$ cat src/c2d_ram.sv
// Generic simple dual-port RAM: one write port, one read port, registered read.
// No dependencies.
module c2d_ram #(
  parameter int WIDTH = 16,
  parameter int DEPTH = 256
) (
  input  logic                                   clk,
  input  logic                                   we,
  input  logic [((DEPTH > 1) ? $clog2(DEPTH) : 1)-1:0] waddr,
  input  logic [WIDTH-1:0]                       wdata,
  input  logic [((DEPTH > 1) ? $clog2(DEPTH) : 1)-1:0] raddr,
  output logic [WIDTH-1:0]                       rdata
);

  logic [WIDTH-1:0] mem [DEPTH];

  always_ff @(posedge clk) begin
    if (we) begin
      mem[waddr] <= wdata;
    end
    rdata <= mem[raddr];
  end

endmodule

$ cat config.mk
export PLATFORM = sky130hd
export DESIGN_NAME = c2d_ram
export DESIGN_NICKNAME = d
export VERILOG_FILES = /design/src/c2d_ram.sv
export SDC_FILE = /design/constraint.sdc
export NUM_CORES = 2
export LEC_CHECK = 0
export BUFFER_PORTS_ARGS = -buffer_cell sky130_fd_sc_hd__buf_4
export CORE_UTILIZATION = 50
export DETAILED_ROUTE_END_ITERATION = 8
export PLACE_DENSITY = 0.78
export SETUP_SLACK_MARGIN = 0.15
export SYNTH_ARGS = -nofsm -noshare
export SYNTH_HDL_FRONTEND = slang
export SYNTH_SLANG_ARGS = --single-unit
$ cat constraint.sdc
create_clock -name clk -period 2.5 [get_ports clk]
set_clock_uncertainty 0.2 [all_clocks]
set_input_delay 0 -clock clk [delete_from_list [all_inputs] [get_ports clk]]
set_output_delay 0 -clock clk [all_outputs]
set_load 0.02 [all_outputs]
* Word-level counts from Yosys, hierarchy flattened
Memories as Yosys holds them, arrays and structs flattened. A register that Yosys moved wholly into a read port is not among the register bits. Cells that the tools add are included.
Word-level totals: register bits after elaboration 0, RAM bits 4096, input port bits 34, output and inout bits 16, word-level logic and storage cells 3, memories 1
Memory list:
- mem | words 256, width 16, read ports 1, clocked after memory_dff 1, write ports 1, line 15 | logic [WIDTH-1:0] mem [DEPTH];
Operators by class: muxes and demuxes 2
Operator list (number):
- 1-bit 2-to-1 mux | 2

* Depth between registers and ports, before layout
depth in word-level cells 2, mapped depth 12

* Least setup slack after synthesis
Ideal clock, no wire load.
path type input-to-reg, start in waddr[3] (netlist name), end mem mem[235][0] (enable), library setup time 388 ps, data arrival time 1777 ps, required time 1912 ps, slack 135 ps, stages on the path 6, path buffers 3, cells stage by stage clkbuf_1 > nor2b_1 > clkbuf_1 > nand4_1 > clkbuf_1 > nor2_1
RTL lines:
- from (decl) | line 9 | input logic [((DEPTH > 1) ? $clog2(DEPTH) : 1)-1:0] waddr,
- to (decl) | line 15
Straight into the memory's write port.

==> flow_summary.toml <==
[status]
outcome = "finished, violations left"
failed_checks = "setup timing"

[power]
pwr_density_cell_nw_per_um2 = 766
power_leakage_nw = 60.3
ir_drop_mv = 0.636
total_power_mw = 142

[global_routing]
overflow = 0
grt_max_degree = 128
grt.total_usage = 0.269
grt_most_used_layer = "met2"
antenna_found_initial = 24
grt.met3_usage = 0.0576
met2_usage = 0.429
grt_pass1_wl_mm = 612
grt_use_met1 = 0.346
grt_pass1_vias = 84500

[timing]
rsz0062_at_grt = "true"
fin_crit_ns = 2.77
finalCritPeriodShare = 1.11
worst_slew_pin_slew_ns = 1.17
slew_viol_final = 0
setup_ws_ns = -0.274
finalHoldViolCount = 0
relSlewSlack = 0.216
clock.fmax_mhz = 361
setup_viol = 32
tns_ns = -4.08
holdWs_ns = 0.00926

[placement]
dp_hpwl_mm = 259
io_buffers = 49
place_area_um2 = 172000
finalWeightedCongestion = 0.937

[setup_path]
cp-end-kind = "flop"
cp.arrival_ns = 3.38
path_class = "flop to flop"
required_ns = 3.11
path_max_fanout = 1
startpoint_type = "flop"

[synthesis]
ys_seq_elements = 4112
ys_seq_area_frac = 0.777
syn_nets = 7394
synth-main-ff-cell = "edfxtp_1"
syn_inst = 7360
async_reset_ff_frac = 0
avgSynthCellArea_um2 = 21.6
synth_warnings = 0
synth_area_um2 = 159000
synth_cell_types = 52
synth_edf_count = 4096

[route]
vias = 84700
via_per_inst = 6.57
route.detailed.drc = 0
drt-total-wl_mm = 434
drtIter0Drc = 13400
drt_pass1_iterations = 6
wl_per_cell_um = 33.6
final_antenna_net_count = 0

[finish]
fin_util = 0.590
fillers = 20800
final_nets = 8448
area.growth.synth_to_final_pct = 17.1
stdcell_area_um2 = 186000
drive_gt1_frac = 0.300

[min_path]
hold_class = "input port to flop"

[cts]
cts_buffers = 384
tritoncts = "yes"
post_cts_buffers = 0
cts_buffer_depth = 4
clk_latency_ns = 0.95
path_clk_slew_ns = 0.06
clock_sinks = 4112
root_buffer = "clkbuf_16"
h-tree-depth = 5

[die]
coreArea_um2 = 315000
die_w_um = 565
die_h_um = 565
rows = 206
io_pins = 50
start_util = 0.503
die_area_um2 = 320000

[run]
maxCapViolCount = 0
==> registers in the layout (all words and copies together) (netlist names) <==
register and count:
mem 4096, rdata 16
==> worst max-delay path, cell delays in order (launching register included) <==
cell and delay (ns):
edfxtp_1 0.40, mux4_2 0.49, mux4_2 0.53, a22o_4 0.33, o32ai_4 0.46, buf_6 0.18, nor4_4 0.03
==> timing repair <==
item | CTS | global route
setup endpoints to repair | 16 | 553
pin swaps | 30 | 20
hold endpoints to repair | 8046 | 1723
resized for setup | 102 | 53
hold buffers | 49 | 7
==> per-layer routing <==
layer | up-vias | wire, um
met5 | - | 94
met3 | 1228 | 51400
met1 | 43700 | 147000
li1 | 33400 | -
met4 | 16 | 27500
met2 | 6411 | 208000
==> final timing paths <==
kind	startpoint	endpoint	slack, ns	depth (start not counted)
max	mem[50][10]$_DFFE_PP_	rdata[10]$_DFF_P_	-0.27	6
min	wdata[11]	mem[80][11]$_DFFE_PP_	0.009	2
max reg2reg	mem[50][10]$_DFFE_PP_	rdata[10]$_DFF_P_	-0.27	6
min reg2reg	mem[95][7]$_DFFE_PP_	rdata[7]$_DFF_P_	0.96	5
==> power breakdown <==
| group | internal, mW | switching, mW |
|---|---|---|
| registers | 76.0 | 0.168 |
| clock network | 32.2 | 25.5 |
| logic | 3.28 | 5.22 |
| total | 111 | 30.9 |
==> kinds of logic (layout without fill, tap and decap cells) <==
| family | count (synthesis) | count (layout) | share of synthesized area |
|---|---|---|---|
| DFF | 4112 | 4112 | 0.777 |
| other | 0 | 16 | 0 |
| muxes | 1450 | 1450 | 0.155 |
| buffers and inverters | 456 | 1819 | 0.0169 |
| AOI/OAI and AO/OA | 786 | 786 | 0.0354 |
| and+or+nand+nor | 556 | 556 | 0.0157 |
==> cell usage in the layout (no fill, tap or decap), drive strengths merged, types with 26 or more instances in the layout <==
master	synthesis	final
edfxtp	4096	4096
dlygate4sd3	0	46
a21oi	175	175
clkinv	0	183
mux2i	565	565
nand4	26	26
mux4	797	797
o221ai	253	253
o21ai	38	38
a22oi	43	43
nor3	92	92
bufinv	0	35
nand3	35	35
clkbuf	230	449
o22ai	148	148
a221oi	28	28
buf	222	1072
a22o	32	32
mux2	88	88
nor2	304	304
nand2	38	38
==> cell usage after synthesis (26+ instances only) <==
cell,instances,area (um^2)
o21ai_0,37,185
nor3_1,92,460
a221oi_1,28,245
mux2_2,88,991
mux4_2,797,17900
nand4_1,26,163
nand2_1,38,143
nor2_1,304,1140
a22oi_1,43,323
a22o_1,32,280
buf_6,77,867
a21oi_1,175,876
nand3_1,35,175
o221ai_1,252,2210
mux2i_1,565,5660
o22ai_1,148,926
clkbuf_1,230,863
buf_4,26,195
edfxtp_1,4096,123000
buf_2,76,380
buf_1,27,101
==> stage by stage <==
| stage | std cells | setup WS (ns) |
|---|---|---|
| 6_report | 12900 | -0.274 |
| 5_1_grt | 12900 | -0.251 |
| 4_1_cts | 12900 | -0.322 |
| 3_5_place_dp | 12100 | -1.17 |
| 3_3_place_gp | 12100 | -1.18 |
| 2_1_floorplan | 7360 | 0.135 |
==> area by class of cell <==
type / instances / area [um^2] / area share
multi-input combinational: 2792 / 33600 / 0.181
clock inverter: 246 / 2360 / 0.0127
tap: 4160 / 5200 / 0.0280
inverter: 4 / 27.5 / 0.000148
antenna: 16 / 40.0 / 0.000215
sequential: 4112 / 123000 / 0.663
timing repair buffer: 1120 / 11400 / 0.0616
clock buffer: 449 / 9940 / 0.0534
Note: power is estimated with default switching activity, not from simulation.
