--- config.mk ---
export PLATFORM = sky130hd
export DESIGN_NAME = c2d_mac
export DESIGN_NICKNAME = d
export VERILOG_FILES = /design/src/c2d_pkg.sv /design/src/c2d_mac.sv
export SDC_FILE = /design/constraint.sdc
export NUM_CORES = 1
export LEC_CHECK = 0
export BUFFER_PORTS_ARGS = -buffer_cell sky130_fd_sc_hd__buf_2
export CORE_MARGIN = 4
export CORE_UTILIZATION = 63
export DETAILED_ROUTE_END_ITERATION = 8
export GPL_ROUTABILITY_DRIVEN = 0
export MAX_ROUTING_LAYER = met4
export PLACE_DENSITY = 0.86
export REMOVE_ABC_BUFFERS = 1
export SYNTH_ARGS = -nofsm -noshare
export SYNTH_HDL_FRONTEND = slang
export SYNTH_SLANG_ARGS = --single-unit
export TNS_END_PERCENT = 30
--- constraint.sdc ---
create_clock -name clk -period 13.9 [get_ports clk]
set_input_delay 1.39 -clock clk [delete_from_list [all_inputs] [get_ports clk]]
set_output_delay 1.39 -clock clk [all_outputs]
set_load 0.01 [all_outputs]
--- src/c2d_pkg.sv ---
// Shared types and constants for the 2D convolution engine.
// No dependencies; used by c2d_mac and conv2d_multichannel_engine_core.
package c2d_pkg;

  localparam int DATA_W = 16;

  // input command codes
  localparam logic [1:0] CMD_LOAD_ACT  = 2'd0;
  localparam logic [1:0] CMD_LOAD_WGT  = 2'd1;
  localparam logic [1:0] CMD_LOAD_BIAS = 2'd2;
  localparam logic [1:0] CMD_COMPUTE   = 2'd3;

  // result status codes
  localparam logic [1:0] STAT_OK        = 2'd0;
  localparam logic [1:0] STAT_SATURATED = 2'd1;
  localparam logic [1:0] STAT_RANGE     = 2'd2;
  localparam logic [1:0] STAT_BAD_SHAPE = 2'd3;

  // configuration register indexes
  localparam logic [3:0] REG_IN_CHANNELS  = 4'd0;
  localparam logic [3:0] REG_IN_HEIGHT    = 4'd1;
  localparam logic [3:0] REG_IN_WIDTH     = 4'd2;
  localparam logic [3:0] REG_OUT_CHANNELS = 4'd3;
  localparam logic [3:0] REG_KERNEL_SIZE  = 4'd4;
  localparam logic [3:0] REG_STEP_SIZE    = 4'd5;
  localparam logic [3:0] REG_PAD_AMOUNT   = 4'd6;
  localparam logic [3:0] REG_BIAS_ENABLE  = 4'd7;

  localparam int STEP_MAX = 4;
  localparam int PAD_MAX  = 4;

  typedef struct packed {
    logic clear;  // zero the accumulator and flush the product stage
    logic en;     // operands on a/b are valid this cycle
  } mac_ctl_t;

endpackage

--- src/c2d_mac.sv ---
// Shared multiply-accumulate unit: registered 16x17 signed product, then accumulate.
// Depends on c2d_pkg.
module c2d_mac #(
  parameter int ACC_W = 46
) (
  input  logic                              clk,
  input  logic                              rst,
  input  c2d_pkg::mac_ctl_t                 ctl,
  input  logic signed [c2d_pkg::DATA_W-1:0] a,
  input  logic signed [c2d_pkg::DATA_W:0]   b,
  output logic signed [ACC_W-1:0]           acc
);

  localparam int PROD_W = 2 * c2d_pkg::DATA_W + 1;

  logic signed [PROD_W-1:0] prod;
  logic                     prod_valid;

  always_ff @(posedge clk) begin
    prod <= PROD_W'(a) * PROD_W'(b);
  end

  always_ff @(posedge clk) begin
    if (rst) begin
      prod_valid <= 1'b0;
      acc        <= '0;
    end else if (ctl.clear) begin
      prod_valid <= 1'b0;
      acc        <= '0;
    end else begin
      prod_valid <= ctl.en;
      if (prod_valid) begin
        acc <= acc + ACC_W'(prod);
      end
    end
  end

endmodule
=== Yosys cells after proc, flatten, opt, wreduce, memory -nomap -nowiden ===
Index checks and enable logic that the tools add are counted.
W data, S select, Z words.

* Input port bits: 37
* Bits in registers: 80
* Output and inout bits: 46

* $add $sub $neg: 1
* Multiply operators: 1
* Reduce and logical (&&, ||, !) cells: 1

{| class="wikitable"
|+ Operators by type and width
! operator !! number
|-
| $add A46 B33 Y46 || 1
|-
| $mul A16 B17 Y33 || 1
|-
| $reduce_or A2 Y1 || 1
|}

=== Logic depth before layout (Yosys ltp) ===
Gate-level depths: netlist (run 1).

* Word-level depth: 1
* Gate-level depth with buffers: 26

=== Worst setup path before layout (run 1) ===
No wires, ideal clock.

* Kind: input-to-reg
* Start point: input a[7] in the netlist's numbering
* End point: register prod[24]
* Library setup time: 0.064 ns
* Required time: 13.836 ns
* Slack: 6.531 ns
* Buffers on the path: 2
* Arrival: 7.305 ns
* Cell stages on the path: 25
* Cell sequence: clkbuf_1 -> clkbuf_1 -> nand2_1 -> fa_1 -> inv_1 -> fa_1 -> inv_1 -> fa_1 -> inv_1 -> fa_1 -> fa_1 -> inv_1 -> fa_1 -> inv_1 -> ha_1 -> a21o_1 -> a21o_1 -> a21o_1 -> a2111oi_0 -> o21a_1 -> a21oi_1 -> o21ai_0 -> nand2b_1 -> or4_1 -> nand4_1

* Longest elaborated chain between the ends: 1

{| class="wikitable"
|+ Ends and longest elaborated chain
! item !! RTL line !! RTL
|-
| start, declared || c2d_mac.sv:9 || <nowiki>input logic signed [c2d_pkg::DATA_W-1:0] a,</nowiki>
|-
| $mul A16 B17 Y33 || c2d_mac.sv:20 || <nowiki>prod <= PROD_W'(a) * PROD_W'(b);</nowiki>
|-
| end signal, assigned || c2d_mac.sv:20 ||
|-
| end, declared || c2d_mac.sv:16 || <nowiki>logic signed [PROD_W-1:0] prod;</nowiki>
|}

Every way passes these cells.
A chain may end at the register's enable or synchronous reset.

=== Worst setup path after layout (run 1) ===
* Start point: input b[7] in the netlist's numbering
* End point: register prod[32]

* Longest elaborated chain between the ends: 1

{| class="wikitable"
|+ Ends and longest elaborated chain
! item !! RTL line !! RTL
|-
| start, declared || c2d_mac.sv:10 || <nowiki>input logic signed [c2d_pkg::DATA_W:0] b,</nowiki>
|-
| $mul A16 B17 Y33 || c2d_mac.sv:20 ||
|}

Every way passes these cells.

==> metrics, run 1 <==
status=completed; cell at the slowest stage of the critical path=fa_1; asr flop ratio synth=0%; internal reg-to-reg setup slack=~11000 ps; CP peak stage delay=550 ps; initial antenna violation count=0; number of enable flip-flop cells after synthesis=0; synthesized cell area=around 0.015 mm2; initial core utilization=64.3%; Initial DRC Count=slightly above 1000; Max Freq=around 140 MHz; Hold-fix buffers, CTS=0; Max Root-Sink Buffers=2; vias in the first global route=around 12000; cells taking the most area after synthesis=fa_1 37%, ha_1 11%, dfxtp_1 11%; DP Worst Slack=between 6000 and 7000 ps; Worst Path Arrival=7550 ps; Area Overhead vs Synth=5.33%; Fin. Hold Viols=0; synth warn=0; Die Wd=roughly 160 um; worst min path class=reg2reg; non-filler instance count after layout=just over 2000; clock skew=approximately 11 ps; post-synth top area cell=fa_1; crit path max fanout=16; largest net degree at the start of global routing=45; layout cells sized above 1=under 10%; max-slew violations=0; cell family with most CP delay=adder cells; die area=around 0.027 mm2; final net count=about 2200; post-synthesis cell count=1690; remaining global-route overflow=0; Ports=just over 80; Routed WL per cell=about 18 um; max capacitance violation total=0; dpl cells=between 2000 and 2500; Routed WL=around 36000 um; Yosys reg bits=80; Synth cell types=74; clock buffer count from CTS=9; Startpoint Class=input port; RSZ-0062 raised after global routing=no; Row Count=56; post-CTS setup buffers=0; Clk pin slew, worst setup/hold paths=60 ps; WS Path Type=in2reg; dpl hpwl=around 30000 um; worst path required time=approximately 14000 ps; CTS tree=yes; final worst setup slack=6620 ps; first-pass GRT wire length=a little over 60000 um; Final Cycle Share=a little over half; clk_lat worst skew=roughly 350 ps; H-tree lvl count=3; top-area cell type share of the netlist area=36.7%; Buffers on Ports=82; Vias=~12000; Slew @ Worst Pin=between 900 and 1000 ps; Die Y=roughly 160 um; CP Capture Type=flip-flop; post-route ant nets=0; commonest cells after routing, fill and taps aside=327 x inv_1, 277 x fa_1, 170 x nand2_1, 129 x ha_1, 128 x and2_1; drt via density=approximately 5.8; post-cts resize count=0; relative slew slack=roughly 38%; Avg Cell Area, Syn=roughly 9.0 um2; Post-synth top flop=dfxtp_1; clock tree sinks=80; most used cell, CP=fa_1; CP cell instances=buf_2, nand2_1, fa_1, inv_1, fa_1, inv_1, fa_1, inv_1, fa_1, fa_1, inv_1, fa_1, inv_1, ha_1, a21o_1, a21o_1, a21o_1, a2111oi_0, o21a_1, a21oi_1, a41oi_1, o21ai_0, a31oi_1, xnor2_1; DR pass1 iterations=9; CP Buf/Inv Count=6; minimum clock period=just over 7000 ps; register area share after synthesis=10.6%; endpoints failing setup=0; Core Box Area=0.0235 mm2; Antenna Diode Count=0; gr usage total=29.2%; most common cell after layout, fill and taps aside=inv_1; CTS root buf=clkbuf_16; setup TNS=0 ps; Post-route DRC=0
[registers in the layout (all words and copies together) (netlist names)]
register	flops
prod	33
prod_valid	1
acc	46
[routing by layer]
metal  up-vias  global-route usage [%]  wire [um]
met4         0                    16.1       2460
met5         -                       -          0
met1      5893                    36.0      13800
met2       549                    47.4      17700
li1       5354                       -          -
met3       162                    3.14       2290
[logic make-up after synthesis]
group	synth area share [%]
fa+ha+maj	47.3
mux	1.98
xor+xnor	4.17
simple gates	15.5
flops	10.6
buf+inv	10.3
compound gates	10.2
[Yosys cell counts (7+ instances only)]
master / n
xor2_1: 29
nor2_1: 90
o21ai_0: 36
ha_1: 129
a21oi_1: 77
nand4_1: 13
nor3_1: 8
a21o_1: 33
mux2i_1: 30
and2_1: 128
o21a_1: 8
fa_1: 277
nand3_1: 16
nand2b_1: 14
inv_1: 327
o21bai_1: 12
dfxtp_1: 80
nor2b_1: 7
clkbuf_1: 48
nand2_1: 170
a211oi_1: 13
xnor2_1: 43
a31oi_1: 9
[worst paths after layout]
path,cells past startpoint,end,startpoint
hold reg to reg,2,acc[45]$_SDFFE_PP0P_,acc[45]$_SDFFE_PP0P_
hold / removal,2,acc[45]$_SDFFE_PP0P_,acc[45]$_SDFFE_PP0P_
setup reg to reg,10,acc[43]$_SDFFE_PP0P_,prod[32]$_DFF_P_
setup / recovery,24,prod[32]$_DFF_P_,b[7]
[metrics by stage]
stage / cell area [um2] / hold slack, ps / utilization (%)
2_1_floorplan: 14800 / 487 / -
3_3_place_gp: 15600 / 453 / 66.4
3_5_place_dp: 15600 / 477 / 66.4
4_1_cts: 15900 / 484 / 67.7
5_1_grt: 15900 / 527 / 67.7
6_report: 15900 / 482 / 67.7
[final cells by class]
cell class	instances	area (um2)
tap	319	399
sequential	80	1600
inverter	328	1230
fill	1795	7610
multi-input combinational	1219	12000
timing repair buffer	83	418
clock inverter	6	73.8
clock buffer	10	239
[worst reg2reg max path: stages (launching register included)]
cell and delay (ps):
dfxtp_1 840, ha_1 450, and3_1 260, a32oi_1 220, o21ai_0 100, a21oi_1 220
o41ai_2 150, a21o_1 250, a41oi_1 300, mux2i_1 240, o22ai_1 90
Power of run 1 is not shown: default switching activity piles up to over one toggle a cycle in this logic, so the estimate is an artifact.
==> run 2, diff against run 1 <==
ABC_AREA = 1   (was unset)
clock period = 7.45 ns   (was 13.9 ns; I/O delays follow)
==> run 2 against run 1 <==
Net effect: hold slack improved by 37 ps; sequential share of layout area fell by 1.0 points; register-to-register slack got worse by 5800 ps; wire length rose by 19%; synthesized cell count rose by 42%; worst setup slack lost 5200 ps; global-route usage grew 2.5 points; first-iteration DRC count rose by 20%; via count rose by 26%; area after synthesis rose by 11%; die area is 11% higher; clock skew down 1.6 ps; critical endpoint is now prod[28]$_DFF_P_.
==> metrics, run 2 <==
final net count=2867; top-area cell type share of the netlist area=between 30% and 40%; Area Overhead vs Synth=5.06%; Biggest register=acc; dpl hpwl=approximately 37000 um; max-slew violations=0; relative slew slack=between 30% and 40%; largest net degree at the start of global routing=~70; Routed WL per cell=15.6 um; most frequent cells after synthesis=649 x inv_1, 596 x nand2_1, 277 x fa_1; clock tree sinks=80; vias in the first global route=roughly 16000; Max Root-Sink Buffers=2; Post-route DRC=0; Initial DRC Count=about 1200; Die Wd=approximately 170 um; Clk pin slew, worst setup/hold paths=70 ps; CP Capture Type=flip-flop; Die Y=172 um; first-pass GRT wire length=between 70000 and 80000 um; Routed WL=around 43000 um; post-cts resize count=0; endpoints failing setup=0; synthesized cell area=approximately 0.017 mm2; drt via density=~5.4; simple-gate share of the synthesized area=between 20% and 30%; Slew @ Worst Pin=about 1000 ps; asr flop ratio synth=0%; multi-input logic area=0.0125 mm2; largest family of logic cells by synthesized area=adder cells; Max Freq=roughly 170 MHz; crit path max fanout=17; CTS tree=yes; Core Box Area=0.0262 mm2; non-filler instance count after layout=roughly 2800; synth warn=0; FF/Latch Area=0.00160 mm2; Fin. Hold Viols=0; fill cell count=2166; Ports=a little over 80; minimum clock period=between 6000 and 7000 ps; worst min path class=reg2reg; commonest cells after routing, fill and taps aside=649 x inv_1, 596 x nand2_1, 277 x fa_1, 199 x nor2_1, 129 x ha_1; Row Count=59; die area=approximately 0.029 mm2; remaining global-route overflow=0; cells taking the most area after synthesis=fa_1 33%, inv_1 14%, nand2_1 13%; dpl cells=2748; Startpoint Class=input port; Buffers on Ports=82; top-count cell post-synth=inv_1; register area share after synthesis=9.50%; Top Registers=acc (46), prod (33), prod_valid (1); clock buffer count from CTS=9; setup TNS=0 ps; max reg flops=46; DP Worst Slack=~1100 ps; gr usage total=a little under a third; post-CTS setup buffers=0; internal reg-to-reg setup slack=about 4800 ps; Antenna Diode Count=0; Layout Utilization=between 60% and 70%; status=completed; layout cells sized above 1=6.09%; Yosys reg bits=80; Hold-fix buffers, CTS=0; number of enable flip-flop cells after synthesis=0; Adder-Cell Fraction of Synth Area=42.5%; Post-synth top flop=dfxtp_1; clock skew=9.39 ps; CTS root buf=clkbuf_16; final worst setup slack=around 1400 ps; RSZ-0062 raised after global routing=no; post-synth top area cell=fa_1; mux contribution to synthesized area=0%; initial core utilization=64.3%; post-synthesis cell count=around 2400; clk_lat worst skew=360 ps; XOR/XNOR Fraction of Synth Area=roughly 3.0%; Worst Path Arrival=between 6000 and 7000 ps; Compound-Gate Fraction of Synth Area=just over 6%; Synth cell types=37; post-route ant nets=0; Vias=approximately 15000; most common cell after layout, fill and taps aside=inv_1; initial antenna violation count=0; H-tree lvl count=3; Final Cycle Share=approximately 80%; WS Path Type=in2reg; max capacitance violation total=0; Avg Cell Area, Syn=~7 um2; DR pass1 iterations=6; worst path required time=around 7700 ps
## run 2: changes by cell type in the layout (fill, tap and decap cells not counted), sizes merged, moves of 10 or more
cell / change
o21ai: +32
inv: +331
nand3: +59
mux2i: -30
nand2b: -14
a21oi: +17
a211oi: -13
a21o: -30
xor2: +10
nor2: +118
xnor2: -25
and2: -124
nand2: +445
## run 2: path summary, 6_finish.rpt
kind	start	to	cells past startpoint
setup / recovery	a[1]	prod[28]$_DFF_P_	19
hold / removal	acc[0]$_SDFFE_PP0P_	acc[0]$_SDFFE_PP0P_	2
setup reg to reg	acc[0]$_SDFFE_PP0P_	acc[40]$_SDFFE_PP0P_	13
hold reg to reg	acc[0]$_SDFFE_PP0P_	acc[0]$_SDFFE_PP0P_	2
## run 2: worst max-delay path, stage by stage
cell and delay, ps:
buf_2 340, nand2_1 170, inv_1 140, fa_1 550, fa_1 840, inv_1 170, fa_1 510, fa_1 590
fa_1 430, fa_1 490, inv_1 40, ha_1 350, nand2_1 110, nor2_1 160, inv_1 60, nor2_1 130
nand3_1 90, o221ai_1 230, xor2_1 160
## run 2: cells by family after synthesis
kind of cell / Yosys count
DFF: 80
AOI/OAI and AO/OA: 191
xor gates and xnor gates: 57
and+or+nand+nor: 940
adders and majority gates: 406
buffers and inverters: 731
## run 2: metal layers
layer / wire length (um) / vias to the layer above / global-route usage, %
met5: 0 / - / -
met1: 16800 / 7067 / 37.8
li1: - / 7025 / -
met4: 2090 / 0 / 13.7
met2: 20800 / 754 / 53.8
met3: 3590 / 188 / 4.67
## run 2: metrics by stage
step                      hold WS, ps  area [um2]
after global routing              518       17700
after detailed placement          503       17400
after floorplan                   502       16600
after CTS                         513       17700
after global placement            471       17400
final                             518       17700
## run 2: layout make-up
class                   count  area share (%)
flip-flops and latches     80            9.05
repair buffers             83            2.36
inverters                 656            13.9
well taps                 335            2.37
multi-input cells        1594            70.6
clock inverters             7           0.417
clock buffers               9            1.27
Power of run 2 is left out for the same reason.
==> run 3, diff against run 2 <==
CORE_UTILIZATION = 59   (was 63)
PLACE_DENSITY = 0.84   (was 0.86)
clock period = 5.5 ns   (was 7.45 ns; I/O delays follow)
==> run 3 against run 2 <==
Net effect: die area grew 6.5%; wire length grew 5.4%; count of clock-buffer cells in the layout is the same; worst setup slack lost 1200 ps; core utilization grew 0.60 points; via count grew 4.2%; clock skew grew 3.6 ps; final area grew 7.8%; global-route usage shrank 1.4 points; critical endpoint is now prod[31]$_DFF_P_; non-clock buffer count grew 148; flip-flop and latch count is the same.
==> metrics, run 3 (synthesized netlist as in run 2, its figures left out) <==
CP Capture Type=flip-flop; post-cts resize count=0; final worst setup slack=about 180 ps; DR pass1 iterations=6; Row Count=61; clock skew=12.9 ps; max capacitance violation total=0; hold endpoint=prod_valid$_SDFF_PP0_; Max Freq=about 190 MHz; Slew @ Worst Pin=approximately 1000 ps; Max Root-Sink Buffers=2; Routed WL per cell=15.4 um; Top Registers=acc (46), prod (33), prod_valid (1); layout cells sized above 1=13.0%; commonest cells after routing, fill and taps aside=648 x inv_1, 590 x nand2_1, 273 x fa_1, 195 x nor2_1, 146 x buf_4; remaining global-route overflow=0; most common cell after layout, fill and taps aside=inv_1; worst hold start=ctl[0]; vias in the first global route=between 15000 and 20000; Final Cycle Share=a little over nine tenths; Post-route DRC=0; CTS tree=yes; endpoints failing setup=0; max-slew violations=0; Ports=between 80 and 90; Routed WL=45600 um; fill cell count=approximately 2200; Buffers on Ports=82; RSZ-0062 raised after global routing=yes; relative slew slack=a little over a third; clk_lat worst skew=360 ps; Die Wd=~180 um; drt via density=5.30; worst min path class=in2reg; Hold-fix buffers, CTS=0; final net count=3015; WS Path Type=in2reg; worst path required time=between 5000 and 6000 ps; status=completed; minimum clock period=about 5300 ps; Antenna Diode Count=0; Die Y=177 um; Vias=around 16000; initial core utilization=60.2%; post-CTS setup buffers=0; largest net degree at the start of global routing=between 70 and 80; Reg-to-Reg Start=acc[0]$_SDFFE_PP0P_; clock buffer count from CTS=9; initial antenna violation count=0; post-route ant nets=0; Area Overhead vs Synth=13.3%; Worst Path Arrival=5620 ps; Clk pin slew, worst setup/hold paths=70 ps; DP Worst Slack=-370 ps; gr usage total=30.3%; clock tree sinks=80; internal reg-to-reg setup slack=2810 ps; Biggest register=acc; dpl hpwl=between 30000 and 40000 um; die area=0.0313 mm2; Fin. Hold Viols=0; max reg flops=46; first-pass GRT wire length=75400 um; crit path max fanout=9; CTS root buf=clkbuf_16; WHS Path Cells=3; Startpoint Class=input port; Initial DRC Count=~1400; H-tree lvl count=3; R2R depth=13; worst r2r dst=acc[30]$_SDFFE_PP0P_; Core Box Area=~0.028 mm2
## run 3: worst max-delay path by stage
stage                     start               end  slack [ps]  cells after the start
after floorplan            a[1]  prod[28]$_DFF_P_         100                     18
after global placement    b[16]  prod[32]$_DFF_P_        -140                     20
after detailed placement  b[16]  prod[32]$_DFF_P_        -370                     20
after CTS                 b[16]  prod[32]$_DFF_P_          10                     20
after global routing       a[1]  prod[18]$_DFF_P_         -20                     24
final                      a[3]  prod[31]$_DFF_P_         180                     21
## run 3: area by class of cell
type | count | area, um2 | share of cell area (%)
multi-input cells | 1594 | 12700 | 66.6
clock buffers | 9 | 225 | 1.18
inverters | 656 | 2460 | 12.9
flip-flops and latches | 80 | 1600 | 8.39
well taps | 378 | 473 | 2.48
repair buffers | 231 | 1560 | 8.15
clock inverters | 7 | 61.3 | 0.321
## run 3: through the flow
stage / cells / TNS (ps) / utilization [%] / hold WS [ps] / instance area [um2]
finish: 2955 / 0 / 68.2 / 397 / 19100
global route: 2955 / -126 / 68.2 / 409 / 19100
CTS: 2955 / 0 / 67.4 / 399 / 18900
detailed placement: 2939 / -3070 / 66.4 / 490 / 18600
global placement: 2939 / -542 / 66.4 / 469 / 18600
floorplan: 2330 / 0 / - / 502 / 16600
## run 3: metal layers
metal | track usage [%] | up-vias | share of wire (%)
met2 | 52.1 | 754 | 49
met4 | 12.4 | 0 | 4.5
met3 | 4.27 | 203 | 7.8
li1 | - | 7306 | -
met5 | - | - | 0
met1 | 35.9 | 7409 | 39
## run 3: worst max-delay path, stage by stage
cell and delay (ps):
buf_2 230, nand2_1 100, inv_1 90, fa_1 420, buf_4 180, fa_2 610
buf_4 160, fa_1 440, fa_1 510, fa_1 490, inv_1 50, fa_1 490
inv_1 50, ha_1 320, buf_4 160, nand2_1 150, nor3_2 70, a21oi_1 170
nand2_1 70, a21oi_1 170, xor2_1 150
Power of run 3 is left out for the same reason.
